## src/design/multilevel_queue_rr_scheduler_defines.svh

```systemverilog
// ----------------------------------------------------------------------------
// multilevel_queue_rr_scheduler_defines
// assertion macros for the scheduler
// ----------------------------------------------------------------------------
`ifndef MULTILEVEL_QUEUE_RR_SCHEDULER_DEFINES_SVH
`define MULTILEVEL_QUEUE_RR_SCHEDULER_DEFINES_SVH
`ifndef SYNTHESIS
`define MLQ_ASSERT_IMPL(label, clk, rst, a, c) \
  label: assert property (@(posedge clk) disable iff (rst) (a) |-> (c)) \
    else $error("mlq check failed");
`define MLQ_ASSERT_NEXT(label, clk, rst, a, c) \
  label: assert property (@(posedge clk) disable iff (rst) (a) |=> (c)) \
    else $error("mlq check failed");
`else
`define MLQ_ASSERT_IMPL(label, clk, rst, a, c)
`define MLQ_ASSERT_NEXT(label, clk, rst, a, c)
`endif
`endif

```

## src/design/mlq_pkg.sv

```systemverilog
// ----------------------------------------------------------------------------
// mlq_pkg
// shared widths and types of the multilevel queue scheduler
// ----------------------------------------------------------------------------
package mlq_pkg;
  localparam int Procs     = 16;
  localparam int Levels    = 8;
  localparam int TimeBits  = 32;
  localparam int SlotBits  = 4;
  localparam int LevelBits = 3;

  typedef enum logic {OP_ARRIVE = 1'b0, OP_TICK = 1'b1} op_t;

  typedef struct packed {
    logic                operation;
    logic [3:0]          proc_slot;
    logic [3:0]          level;
    logic [15:0]         burst;
  } in_word_t;

  typedef struct packed {
    logic                run_valid;
    logic [3:0]          run_slot;
    logic [31:0]         time_now;
    logic                done_valid;
    logic [3:0]          done_slot;
    logic [31:0]         done_end_time;
    logic [31:0]         done_wait;
    logic [31:0]         done_first_run;
  } out_word_t;
endpackage

```

## src/design/mlq_if.sv

```systemverilog
// ----------------------------------------------------------------------------
// mlq_in_if / mlq_out_if
// valid/ready channels of the scheduler
// ----------------------------------------------------------------------------
interface mlq_in_if;
  logic             valid;
  logic             ready;
  mlq_pkg::in_word_t data;
  modport source (output valid, output data, input ready);
  modport sink   (input valid, input data, output ready);
endinterface

interface mlq_out_if;
  logic              valid;
  logic              ready;
  mlq_pkg::out_word_t data;
  modport source (output valid, output data, input ready);
  modport sink   (input valid, input data, output ready);
endinterface

```

## src/design/multilevel_queue_rr_scheduler.sv

```systemverilog
// ----------------------------------------------------------------------------
// multilevel_queue_rr_scheduler
// fixed priority levels with round robin inside each level
// ----------------------------------------------------------------------------
// path: a tick word passes the input register, then the core result register
// throughput: one word per cycle while the output side keeps up
// the input register and the scheduler state update set that figure
// reset: synchronous, clears time, cpu state, queues and quantum (to 4)
// a one-entry skid register holds a stalled result, the core waits until it drains
module multilevel_queue_rr_scheduler (
  input logic        clk,
  input logic        rst,
  input logic        cfg_we,
  input logic [7:0]  cfg_wdata,
  mlq_in_if.sink     in_ch,
  mlq_out_if.source  out_ch
);
`include "multilevel_queue_rr_scheduler_defines.svh"

  logic [7:0]         slice_len;
  logic               in_valid;        // input register holds a word
  mlq_pkg::in_word_t  in_word;
  logic               go;
  mlq_pkg::out_word_t core_res;
  logic               core_valid;
  logic               cpu_busy;
  logic               skid_valid;
  mlq_pkg::out_word_t skid_word;

  // core fires when there is room: output free or being drained
  // input register consumed by core when the result slot can take it
  assign go = in_valid && !(out_ch.valid && !out_ch.ready && core_valid) && !skid_valid;
  assign in_ch.ready = !in_valid || go;

  always_ff @(posedge clk) begin
    if (rst) begin
      slice_len <= 8'd4;
      in_valid <= 1'b0;
    end else begin
      if (cfg_we) slice_len <= cfg_wdata;
      if (in_ch.ready) in_valid <= in_ch.valid;
    end
  end

  always_ff @(posedge clk) begin
    if (in_ch.ready && in_ch.valid) in_word <= in_ch.data;
  end

  mlq_core u_core (
    .clk       (clk),
    .rst       (rst),
    .go        (go),
    .word      (in_word),
    .quantum   (slice_len),
    .res       (core_res),
    .res_valid (core_valid),
    .cpu_busy_o(cpu_busy)
  );

  // skid holds a core result that arrived while the output stalled
  always_ff @(posedge clk) begin
    if (rst) begin
      skid_valid <= 1'b0;
    end else if (skid_valid) begin
      if (out_ch.ready) skid_valid <= 1'b0;
    end else if (core_valid && !out_ch.ready) begin
      skid_valid <= 1'b1;
    end
  end

  always_ff @(posedge clk) begin
    if (!skid_valid && core_valid && !out_ch.ready) skid_word <= core_res;
  end

  assign out_ch.valid = skid_valid || core_valid;
  assign out_ch.data  = skid_valid ? skid_word : core_res;

  `MLQ_ASSERT_IMPL(a_skid_no_core, clk, rst, skid_valid, !core_valid)
  `MLQ_ASSERT_NEXT(a_stall_holds, clk, rst, out_ch.valid && !out_ch.ready, out_ch.valid)
  `MLQ_ASSERT_IMPL(a_run_busy, clk, rst, core_valid && core_res.done_valid, core_res.run_valid)
  `MLQ_ASSERT_IMPL(a_idle_slot, clk, rst, core_valid && !core_res.run_valid, core_res.run_slot == '0 && !cpu_busy)
endmodule

```

## src/design/mlq_core.sv

```systemverilog
// ----------------------------------------------------------------------------
// mlq_core
// scheduler state and single pass update per registered word
// ----------------------------------------------------------------------------
module mlq_core (
  input  logic               clk,
  input  logic               rst,
  input  logic               go,
  input  mlq_pkg::in_word_t  word,
  input  logic [7:0]         quantum,
  output mlq_pkg::out_word_t res,
  output logic               res_valid,
  output logic               cpu_busy_o
);
  localparam int P = mlq_pkg::Procs;
  localparam int L = mlq_pkg::Levels;
  localparam int SB = mlq_pkg::SlotBits;
  localparam int LB = mlq_pkg::LevelBits;
  localparam int TB = mlq_pkg::TimeBits;

  logic [TB-1:0] current_time, current_time_next;
  logic          cpu_busy, cpu_busy_next;
  logic [SB-1:0] cpu_slot, cpu_slot_next;
  logic [7:0]    quantum_used, quantum_used_next;
  logic [15:0]   remaining_burst [P], remaining_burst_next [P];
  logic [TB-1:0] wait_count [P], wait_count_next [P];
  logic [TB-1:0] first_run_time [P], first_run_time_next [P];
  logic          has_run [P], has_run_next [P];
  logic [LB-1:0] slot_level [P], slot_level_next [P];
  logic [P-1:0]  in_ready, in_ready_next;
  logic [SB-1:0] next_in_level [P], next_in_level_next [P];
  logic [SB-1:0] level_head [L], level_head_next [L];
  logic [SB-1:0] level_tail [L], level_tail_next [L];
  logic [L-1:0]  level_nonempty, level_nonempty_next;
  mlq_pkg::out_word_t res_next;

  always_comb begin
    logic [SB-1:0] s;
    logic [LB-1:0] lv;
    logic          found, busy, requeue;
    logic [15:0]   rb;
    logic [7:0]    qu;
    logic [P-1:0]  waiting;
    current_time_next = current_time;
    cpu_busy_next = cpu_busy;
    cpu_slot_next = cpu_slot;
    quantum_used_next = quantum_used;
    remaining_burst_next = remaining_burst;
    wait_count_next = wait_count;
    first_run_time_next = first_run_time;
    has_run_next = has_run;
    slot_level_next = slot_level;
    in_ready_next = in_ready;
    next_in_level_next = next_in_level;
    level_head_next = level_head;
    level_tail_next = level_tail;
    level_nonempty_next = level_nonempty;
    res_next = '0;
    s = word.proc_slot;
    lv = LB'(word.level - 4'd1);
    found = 1'b0;
    busy = cpu_busy;
    requeue = 1'b0;
    rb = '0;
    qu = quantum_used;
    waiting = in_ready;
    if (word.operation == mlq_pkg::OP_ARRIVE) begin
      if (word.burst != 16'd0 && word.level != 4'd0 && word.level <= 4'(L) &&
          !in_ready[s] && !(cpu_busy && cpu_slot == s)) begin
        remaining_burst_next[s] = word.burst;
        wait_count_next[s] = '0;
        first_run_time_next[s] = '0;
        has_run_next[s] = 1'b0;
        slot_level_next[s] = lv;
        if (level_nonempty[lv]) next_in_level_next[level_tail[lv]] = s;
        else begin
          level_head_next[lv] = s;
          level_nonempty_next[lv] = 1'b1;
        end
        level_tail_next[lv] = s;
        in_ready_next[s] = 1'b1;
      end
    end else begin
      s = cpu_slot;
      if (!cpu_busy) begin
        // priority pick of the non-empty level with the lowest index
        for (int i = L - 1; i >= 0; i--) begin
          if (level_nonempty[i]) begin
            found = 1'b1;
            lv = LB'(i);
          end
        end
        if (found) begin
          s = level_head[lv];
          if (s == level_tail[lv]) level_nonempty_next[lv] = 1'b0;
          else level_head_next[lv] = next_in_level[s];
          waiting[s] = 1'b0;
          busy = 1'b1;
          qu = '0;
          if (!has_run[s]) begin
            has_run_next[s] = 1'b1;
            first_run_time_next[s] = current_time;
          end
        end
      end
      res_next.run_valid = busy;
      res_next.run_slot = busy ? s : '0;
      res_next.time_now = current_time;
      current_time_next = current_time + 1'b1;
      cpu_slot_next = s;
      cpu_busy_next = busy;
      quantum_used_next = qu;
      if (busy) begin
        rb = remaining_burst[s] - 16'd1;
        remaining_burst_next[s] = rb;
        qu = qu + 8'd1;
        quantum_used_next = qu;
        if (rb == 16'd0) begin
          res_next.done_valid = 1'b1;
          res_next.done_slot = s;
          res_next.done_end_time = current_time + 1'b1;
          res_next.done_wait = wait_count[s];
          res_next.done_first_run = (!has_run[s]) ? current_time : first_run_time[s];
          cpu_busy_next = 1'b0;
          quantum_used_next = '0;
        end else if (qu == quantum) begin
          requeue = 1'b1;
          cpu_busy_next = 1'b0;
          quantum_used_next = '0;
        end
      end
      for (int i = 0; i < P; i++) begin
        if (waiting[i]) wait_count_next[i] = wait_count[i] + 1'b1;
      end
      in_ready_next = waiting;
      if (requeue) begin
        lv = slot_level[s];
        // the queue of lv may just have been drained by the pop above
        if (level_nonempty_next[lv]) next_in_level_next[level_tail[lv]] = s;
        else begin
          level_head_next[lv] = s;
          level_nonempty_next[lv] = 1'b1;
        end
        level_tail_next[lv] = s;
        in_ready_next[s] = 1'b1;
      end
    end
  end

  always_ff @(posedge clk) begin
    if (rst) begin
      current_time <= '0;
      cpu_busy <= 1'b0;
      cpu_slot <= '0;
      quantum_used <= '0;
      in_ready <= '0;
      level_nonempty <= '0;
      for (int i = 0; i < L; i++) begin
        level_head[i] <= '0;
        level_tail[i] <= '0;
      end
      res_valid <= 1'b0;
    end else begin
      res_valid <= go && word.operation == mlq_pkg::OP_TICK;
      if (go) begin
        current_time <= current_time_next;
        cpu_busy <= cpu_busy_next;
        cpu_slot <= cpu_slot_next;
        quantum_used <= quantum_used_next;
        in_ready <= in_ready_next;
        level_nonempty <= level_nonempty_next;
        level_head <= level_head_next;
        level_tail <= level_tail_next;
      end
    end
  end

  always_ff @(posedge clk) begin
    if (go) begin
      remaining_burst <= remaining_burst_next;
      wait_count <= wait_count_next;
      first_run_time <= first_run_time_next;
      has_run <= has_run_next;
      slot_level <= slot_level_next;
      next_in_level <= next_in_level_next;
      res <= res_next;
    end
  end

  assign cpu_busy_o = cpu_busy;
endmodule
```

## src/flat_wrapper.sv

```systemverilog
// flat-port wrapper written by rule: the top's interface ports become plain ports
module multilevel_queue_rr_scheduler_flat 
  (clk, rst, cfg_we, cfg_wdata, in_ch_valid, in_ch_data, in_ch_ready, out_ch_valid, out_ch_data, out_ch_ready);
  mlq_in_if in_ch_i ();
  mlq_out_if out_ch_i ();
  input logic clk;
  input logic rst;
  input logic cfg_we;
  input logic [7:0] cfg_wdata;
  input wire logic [$bits(in_ch_i.valid)-1:0] in_ch_valid;
  input wire logic [$bits(in_ch_i.data)-1:0] in_ch_data;
  output wire logic [$bits(in_ch_i.ready)-1:0] in_ch_ready;
  output wire logic [$bits(out_ch_i.valid)-1:0] out_ch_valid;
  output wire logic [$bits(out_ch_i.data)-1:0] out_ch_data;
  input wire logic [$bits(out_ch_i.ready)-1:0] out_ch_ready;
  assign in_ch_i.valid = in_ch_valid;
  assign in_ch_i.data = in_ch_data;
  assign in_ch_ready = in_ch_i.ready;
  assign out_ch_valid = out_ch_i.valid;
  assign out_ch_data = out_ch_i.data;
  assign out_ch_i.ready = out_ch_ready;
  multilevel_queue_rr_scheduler u_core (.clk(clk), .rst(rst), .cfg_we(cfg_we), .cfg_wdata(cfg_wdata), .in_ch(in_ch_i), .out_ch(out_ch_i));
endmodule
```

## config.mk

```make
export PLATFORM = sky130hd
export DESIGN_NAME = multilevel_queue_rr_scheduler_flat
export DESIGN_NICKNAME = d
export VERILOG_FILES = /design/src/design/mlq_pkg.sv /design/src/design/mlq_if.sv /design/src/design/multilevel_queue_rr_scheduler.sv /design/src/design/mlq_core.sv /design/src/flat_wrapper.sv
export VERILOG_INCLUDE_DIRS = /design/src /design/src/design
export SDC_FILE = /design/constraint.sdc
export NUM_CORES = 2
export LEC_CHECK = 0
export ABC_AREA = 1
export BUFFER_PORTS_ARGS = -buffer_cell sky130_fd_sc_hd__buf_2
export CAP_MARGIN = 20
export CORE_MARGIN = 2
export CORE_UTILIZATION = 40
export CTS_CLUSTER_SIZE = 28
export DETAILED_ROUTE_END_ITERATION = 10
export PLACE_DENSITY_LB_ADDON = 0.12
export SYNTH_ARGS = -nofsm -noshare
export SYNTH_HDL_FRONTEND = slang
export SYNTH_SLANG_ARGS = --single-unit
```

## constraint.sdc

```tcl
create_clock -name clk -period 14.33 [get_ports clk]
set_input_delay 0 -clock clk [delete_from_list [all_inputs] [get_ports clk]]
set_output_delay 0 -clock clk [all_outputs]
set_load 0.05 [all_outputs]
```

Yosys cells after proc, flatten, opt, wreduce, memory -nomap -nowiden --
Index checks and enable logic that the tools add are counted.
Storage, ports and cells: output and inout bits 140, logic and storage cells 501, register bits 1853
Operators by class: bitwise gates (word level) 23, mux-type cells 194, equal/unequal tests 26, $lt $le $gt $ge 29, reductions and logical operators 67, add/sub/neg operators 20
Operators with widths (count):
- $mux 512 | 7
- $mux 32 | 35
- $and 512x512->512 | 2
- $mux 256 | 3
- $add 32x1->32 const B | 17
- $bwmux 256 | 2
- $bwmux 512 | 1
- $not 512->512 | 1
- $mux 64 | 5
- $bmux 32 s4 | 2
- $demux 32 s4 | 2
- $mux 16 | 15
- $bwmux 32 | 5
- $mux 138 | 1
- $bwmux 64 | 2
- $demux 16 s4 | 2
- $mux 8 | 15
- $mux 101 | 1
- $mux 4 | 18
- $bmux 16 s4 | 1
- $reduce_and 3->1 | 21
- $bmux 4 s3 | 4
- $bwmux 48 | 1
- $or 16x16->16 | 3
- 44 further kinds | 193

Depth between registers and ports, before layout --
depth in word-level cells 35, gate-level depth with buffers 41

Hierarchy --
A second synthesis with hierarchy kept.
Second synthesis, totals: cell total of the unflattened synthesis 10974, area total of the unflattened synthesis 97910.2 um^2
Modules (own cells, without submodules):
- mlq_core | area an instance 90829.6 um^2, cells an instance 10315, instances 1
- multilevel_queue_rr_scheduler | area an instance 7080.5 um^2, cells an instance 659, instances 1

Worst setup path before layout --
No wires, ideal clock.
kind flip-flop to flip-flop, start register u_core.skid_valid, end register u_core.skid_word[0] in the netlist's numbering, enable pin, library setup time 0.640 ns, arrival time 6.367 ns, clock period less this slack 7.007 ns, path slack 7.323 ns, required time 13.690 ns, path buffers 2, stages on the path, launching flop included 4, path through dfxtp_1 clkbuf_1 clkbuf_1 nor2_1
On the way: word-level cells in the longest chain between the ends 3
Ends and longest elaborated chain:
- start, declared | RTL line multilevel_queue_rr_scheduler.sv:27 | logic skid_valid;
- start signal, assigned | RTL line multilevel_queue_rr_scheduler.sv:63 | skid_valid <= 1'b0;
- start signal, assigned | RTL line multilevel_queue_rr_scheduler.sv:65 | if (out_ch.ready) skid_valid <= 1'b0;
- start signal, assigned | RTL line multilevel_queue_rr_scheduler.sv:67 | skid_valid <= 1'b1;
- $logic_not 1->1 | RTL line multilevel_queue_rr_scheduler.sv:72 | if (!skid_valid && core_valid && !out_ch.ready) skid_word <= core_res;
- $logic_and 1x1->1 (2 in series) | RTL line multilevel_queue_rr_scheduler.sv:72
- end signal, assigned | RTL line multilevel_queue_rr_scheduler.sv:72
- end, declared | RTL line multilevel_queue_rr_scheduler.sv:28 | mlq_pkg::out_word_t skid_word;
Every way passes these cells. A chain may end at the register's enable or synchronous reset.

Worst setup path in the final report --
start register u_core.in_word[16] in the netlist's numbering, end register u_core.u_core.next_in_level[30] in the netlist's numbering, enable pin
On the way: word-level cells in the longest chain between the ends 29, elaborated cells on any way between the ends 60, classes of those cells add/sub: 2; order compare: 3; eq/ne: 3; mux: 38; bitwise: 4; reduce/logical: 10
Ends and longest elaborated chain:
- start, declared | RTL line multilevel_queue_rr_scheduler.sv:22 | mlq_pkg::in_word_t in_word;
- start signal, assigned | RTL line multilevel_queue_rr_scheduler.sv:46 | if (in_ch.ready && in_ch.valid) in_word <= in_ch.data;
- $sub 3x1->3 | RTL line mlq_core.sv:60 | lv = LB'(word.level - 4'd1);
- $mux 3 (8 in series) | RTL line mlq_core.sv:88 | if (level_nonempty[i]) begin
- $mux 3 | RTL line mlq_core.sv:85 | if (!cpu_busy) begin
- $mux 3 | RTL line mlq_core.sv:67 | if (word.operation == mlq_pkg::OP_ARRIVE) begin
- $not 3->4 (not written as such) | RTL line mlq_core.sv:94, mlq_core.sv:95
- $bmux 4 s3 | RTL line mlq_core.sv:94 | s = level_head[lv];
- $mux 4 (not written as such) (2 in series) | RTL line mlq_core.sv:94
- $mux 4 | RTL line mlq_core.sv:93 | if (found) begin
- [4 not listed]
- $mux 16 (not written as such) (2 in series) | RTL line mlq_core.sv:114 | rb = remaining_burst[s] - 16'd1;
- $sub 16x1->16 | RTL line mlq_core.sv:114
- $logic_not 16->1 | RTL line mlq_core.sv:118 | if (rb == 16'd0) begin
- $mux 1 | RTL line mlq_core.sv:118
- $mux 1 | RTL line mlq_core.sv:113 | if (busy) begin
- $mux 1 | RTL line mlq_core.sv:67
- $ne 2x2->1 (no line)
- $reduce_and 5->1 (no line) (*)
- end signal, assigned | RTL line mlq_core.sv:185 | next_in_level <= next_in_level_next;
- end, declared | RTL line mlq_core.sv:31 | logic [SB-1:0] next_in_level [P], next_in_level_next [P];
Mark *: on every way between the ends. The rest lies on a longest branch, timed or not. The select of a mux whose other input is x is not followed.

==> metrics.md <==
| Metric | Value |
|---|---|
| Final Hold Fails | `0` |
| Sequential area share after synthesis | `0.5531` |
| Pwr dens | `172.7 nW/um^2` |
| Placer congestion estimate | `0.9585` |
| Internal reg-to-reg setup slack | `4.77 ns` |
| FF/Latch Area | `54210 sq um` |
| # H-tree levels | `4` |
| Post-place setup slack | `5.046 ns` |
| Yosys top cell area share | `0.5237` |
| Initial antenna violation count | `8` |
| Synth unique cells | `68` |
| Fill cells | `23580` |
| Crit Reg-Reg Startpoint | `u_core.in_word[16]` |
| Setup TNS | `0 ns` |
| Detailed Routing Iterations Pass 1 | `8` |
| Vias | `85760` |
| Peak supply drop | `194.2 uV` |
| Crit-path max FO | `52` |
| Setup Buffers After CTS | `0` |
| Crit share post-route | `0.6671` |
| Worst clock skew | `0.06185 ns` |
| Final Util | `0.4515` |
| Most frequent cells in the layout | `nand2_1, edfxtp_1, inv_1, o21ai_0, nor2_1` |
| Final net count | `11110` |
| Min-delay worst type | `in2reg` |
| Fraction of layout cells with a size suffix above 1 | `0.07494` |
| Post-CTS sizing | `0` |
| R2r worst-path depth | `33` |
| LEAKAGE | `42.05 nW` |
| Post-Syn Nets | `11090` |
| Post-Syn Instances | `11030` |
| Yosys reg bits | `1853` |
| Die X-Extent | `499.0 um` |
| Layout area overhead | `12.16%` |
| Port Buffers | `177` |
| Io pins | `178` |
| Worst EP required | `14.84 ns` |
| CTS Buf Count | `206` |
| Hold Buf Count CTS | `90` |
| R2r endpoint | `u_core.u_core.next_in_level[30]` |
| Row Count | `181` |
| Vias in the first global route | `81410` |
| Synth warn | `0` |
| CP dominant cell by count | `nand2_1` |
| GRT Total Usage | `0.2875` |
| Max Clock Freq | `104.6 MHz` |
| Core ar. | `243500 sq um` |
| Die Area | `249000 sq um` |
| Worst Path Arrival | `10.07 ns` |
| Final setup violating endpoints | `0` |
| Setup crit start | `u_core.in_word[16]` |
| Synth Cell Area | `98000 sq um` |
| WL/cell | `25.75 um` |
| First-pass GRT wire length | `543200 um` |
| Most common cell after layout, fill and taps aside | `nand2_1` |
| Ys async rst share | `0` |
| Vias/cell | `5.945` |
| Area contributors post-synth | `edfxtp_1, nand2_1, inv_1` |
| Root Driver | `clkbuf_16` |
| DRC | `0` |
| First DRT Iteration DRCs | `10610` |
| Clk slew on worst S/H paths | `0.06 ns` |
| Drt total wl | `371500 um` |
| Mapped Avg Cell Area | `8.882 sq um` |
| Die Y | `499.0 um` |
| Crit path to | `u_core.u_core.next_in_level[30]` |
| Slowest CP cell | `inv_1` |
| CTS tree | `done` |
| Outcome | `finished, final reports clean` |
| EDFF count, synth | `1709` |
| Crit path time final | `9.559 ns` |
| Worst-Margin Slew | `1.233 ns` |
| Overflow after GRT | `0` |
| Area leader, netlist | `edfxtp_1` |
| Clock buffer depth | `3` |
| Hold Worst Slack | `0.2957 ns` |
| RSZ-0062 raised after global routing | `no` |
| Max-slew headroom | `0.1720` |
| Max_cap viols | `0` |
| Worst setup EP type | `flip-flop` |
| Initial Utilization | `0.4025` |
| Setup CP Type | `reg2reg` |
| Crit path launch type | `flip-flop` |
| Synth Flop Type | `edfxtp_1` |
| Clk_lat worst skew | `0.89 ns` |
| Worst path max stage delay | `0.57 ns` |
| Antenna Nets Post-Route | `0` |
| DP HPWL | `238600 um` |
| Multi-input logic area | `36720 sq um` |
| Clk sinks | `1853` |
| Final Max Slew Viols | `0` |
| Final Worst Setup Slack | `4.771 ns` |
| Largest net degree at the start of global routing | `149` |
==> sequential cells by signal, indices dropped and copies added (netlist names), 48 cells and up <==
| name | flops |
|---|---|
| u_core.u_core.next_in_level | 64 |
| u_core.u_core.remaining_burst | 256 |
| u_core.u_core.first_run_time | 512 |
| u_core.u_core.res | 138 |
| u_core.u_core.wait_count | 512 |
| u_core.skid_word | 138 |
| u_core.u_core.slot_level | 48 |
==> stage by stage <==
step                      total power [mW]  instance area [sq um]  std cells
after floorplan                      10.92                  98000      11030
after CTS                            18.89                 109700      14410
after global placement               13.51                 102100      13940
after detailed placement             13.55                 102100      13940
final                                18.98                 109900      14430
after global routing                 19.70                 109900      14430
==> Yosys cell counts, types with 154 or more instances <==
cell type	count
a21oi_1	417
edfxtp_1	1709
o221ai_1	154
clkbuf_1	470
nand3_1	413
nand2_1	2719
nor2_1	762
o21ai_0	807
o22ai_1	731
inv_1	1225
a22oi_1	314
nor3_1	171
==> cell type report <==
cell class,instances,area share
inverters,1319,0.04518
flip-flops and latches,1853,0.4932
clock inverters,117,0.01061
well taps,3202,0.03645
multi-input cells,7220,0.3341
repair buffers,447,0.03057
diodes,2,0.00004554
clock buffers,266,0.04988
==> worst max-delay path, delay by kind of cell, from the launching register on <==
family	cells	cell delay [ns]
AOI/OAI and AO/OA	2	0.76
DFF	1	0.47
and+or+nand+nor	24	5.22
adders and majority gates	2	0.60
buffers and inverters	5	2.02
==> where the power goes <==
part / switching [mW] / leakage [nW] / internal [mW]
combinational: 5.44 / 21.7 / 1.68
sequential: 0.210 / 17.1 / 6.32
clock: 2.36 / 3.24 / 2.97
total: 8.01 / 42.1 / 11.0
==> worst min-delay path by stage <==
stage                   from                       endpoint  slack (ns)  cells after the start
3_5_place_dp   in_ch_data[1]              u_core.in_word[1]        0.18                      1
3_3_place_gp    out_ch_ready              u_core.skid_valid        0.17                      2
2_1_floorplan   out_ch_ready              u_core.skid_valid        0.08                      1
5_1_grt                  rst  u_core.u_core.quantum_used[4]        0.28                      4
4_1_cts                  rst  u_core.u_core.quantum_used[0]        0.23                      4
6_report                 rst  u_core.u_core.quantum_used[0]        0.30                      4
==> cells by family (layout without fill, tap and decap cells) <==
family	count (synthesis)	after routing	share of synthesized area
other	0	2	0
adder cells (fa/ha/maj)	21	21	0.002681
buffers and inverters	1960	2149	0.07788
multiplexers	65	65	0.006818
XOR/XNOR	45	45	0.004099
flip-flops	1853	1853	0.5531
AND/OR/NAND/NOR	4404	4404	0.1875
AO/OA/AOI/OAI	2685	2685	0.1679
==> layer usage <==
metal	global-route usage	share of wire
met5	0	0.000092
met4	0.1123	0.042
met3	0.05208	0.091
met2	0.4569	0.45
met1	0.3894	0.41
No activity file was read; power rests on OpenSTA's default activity.
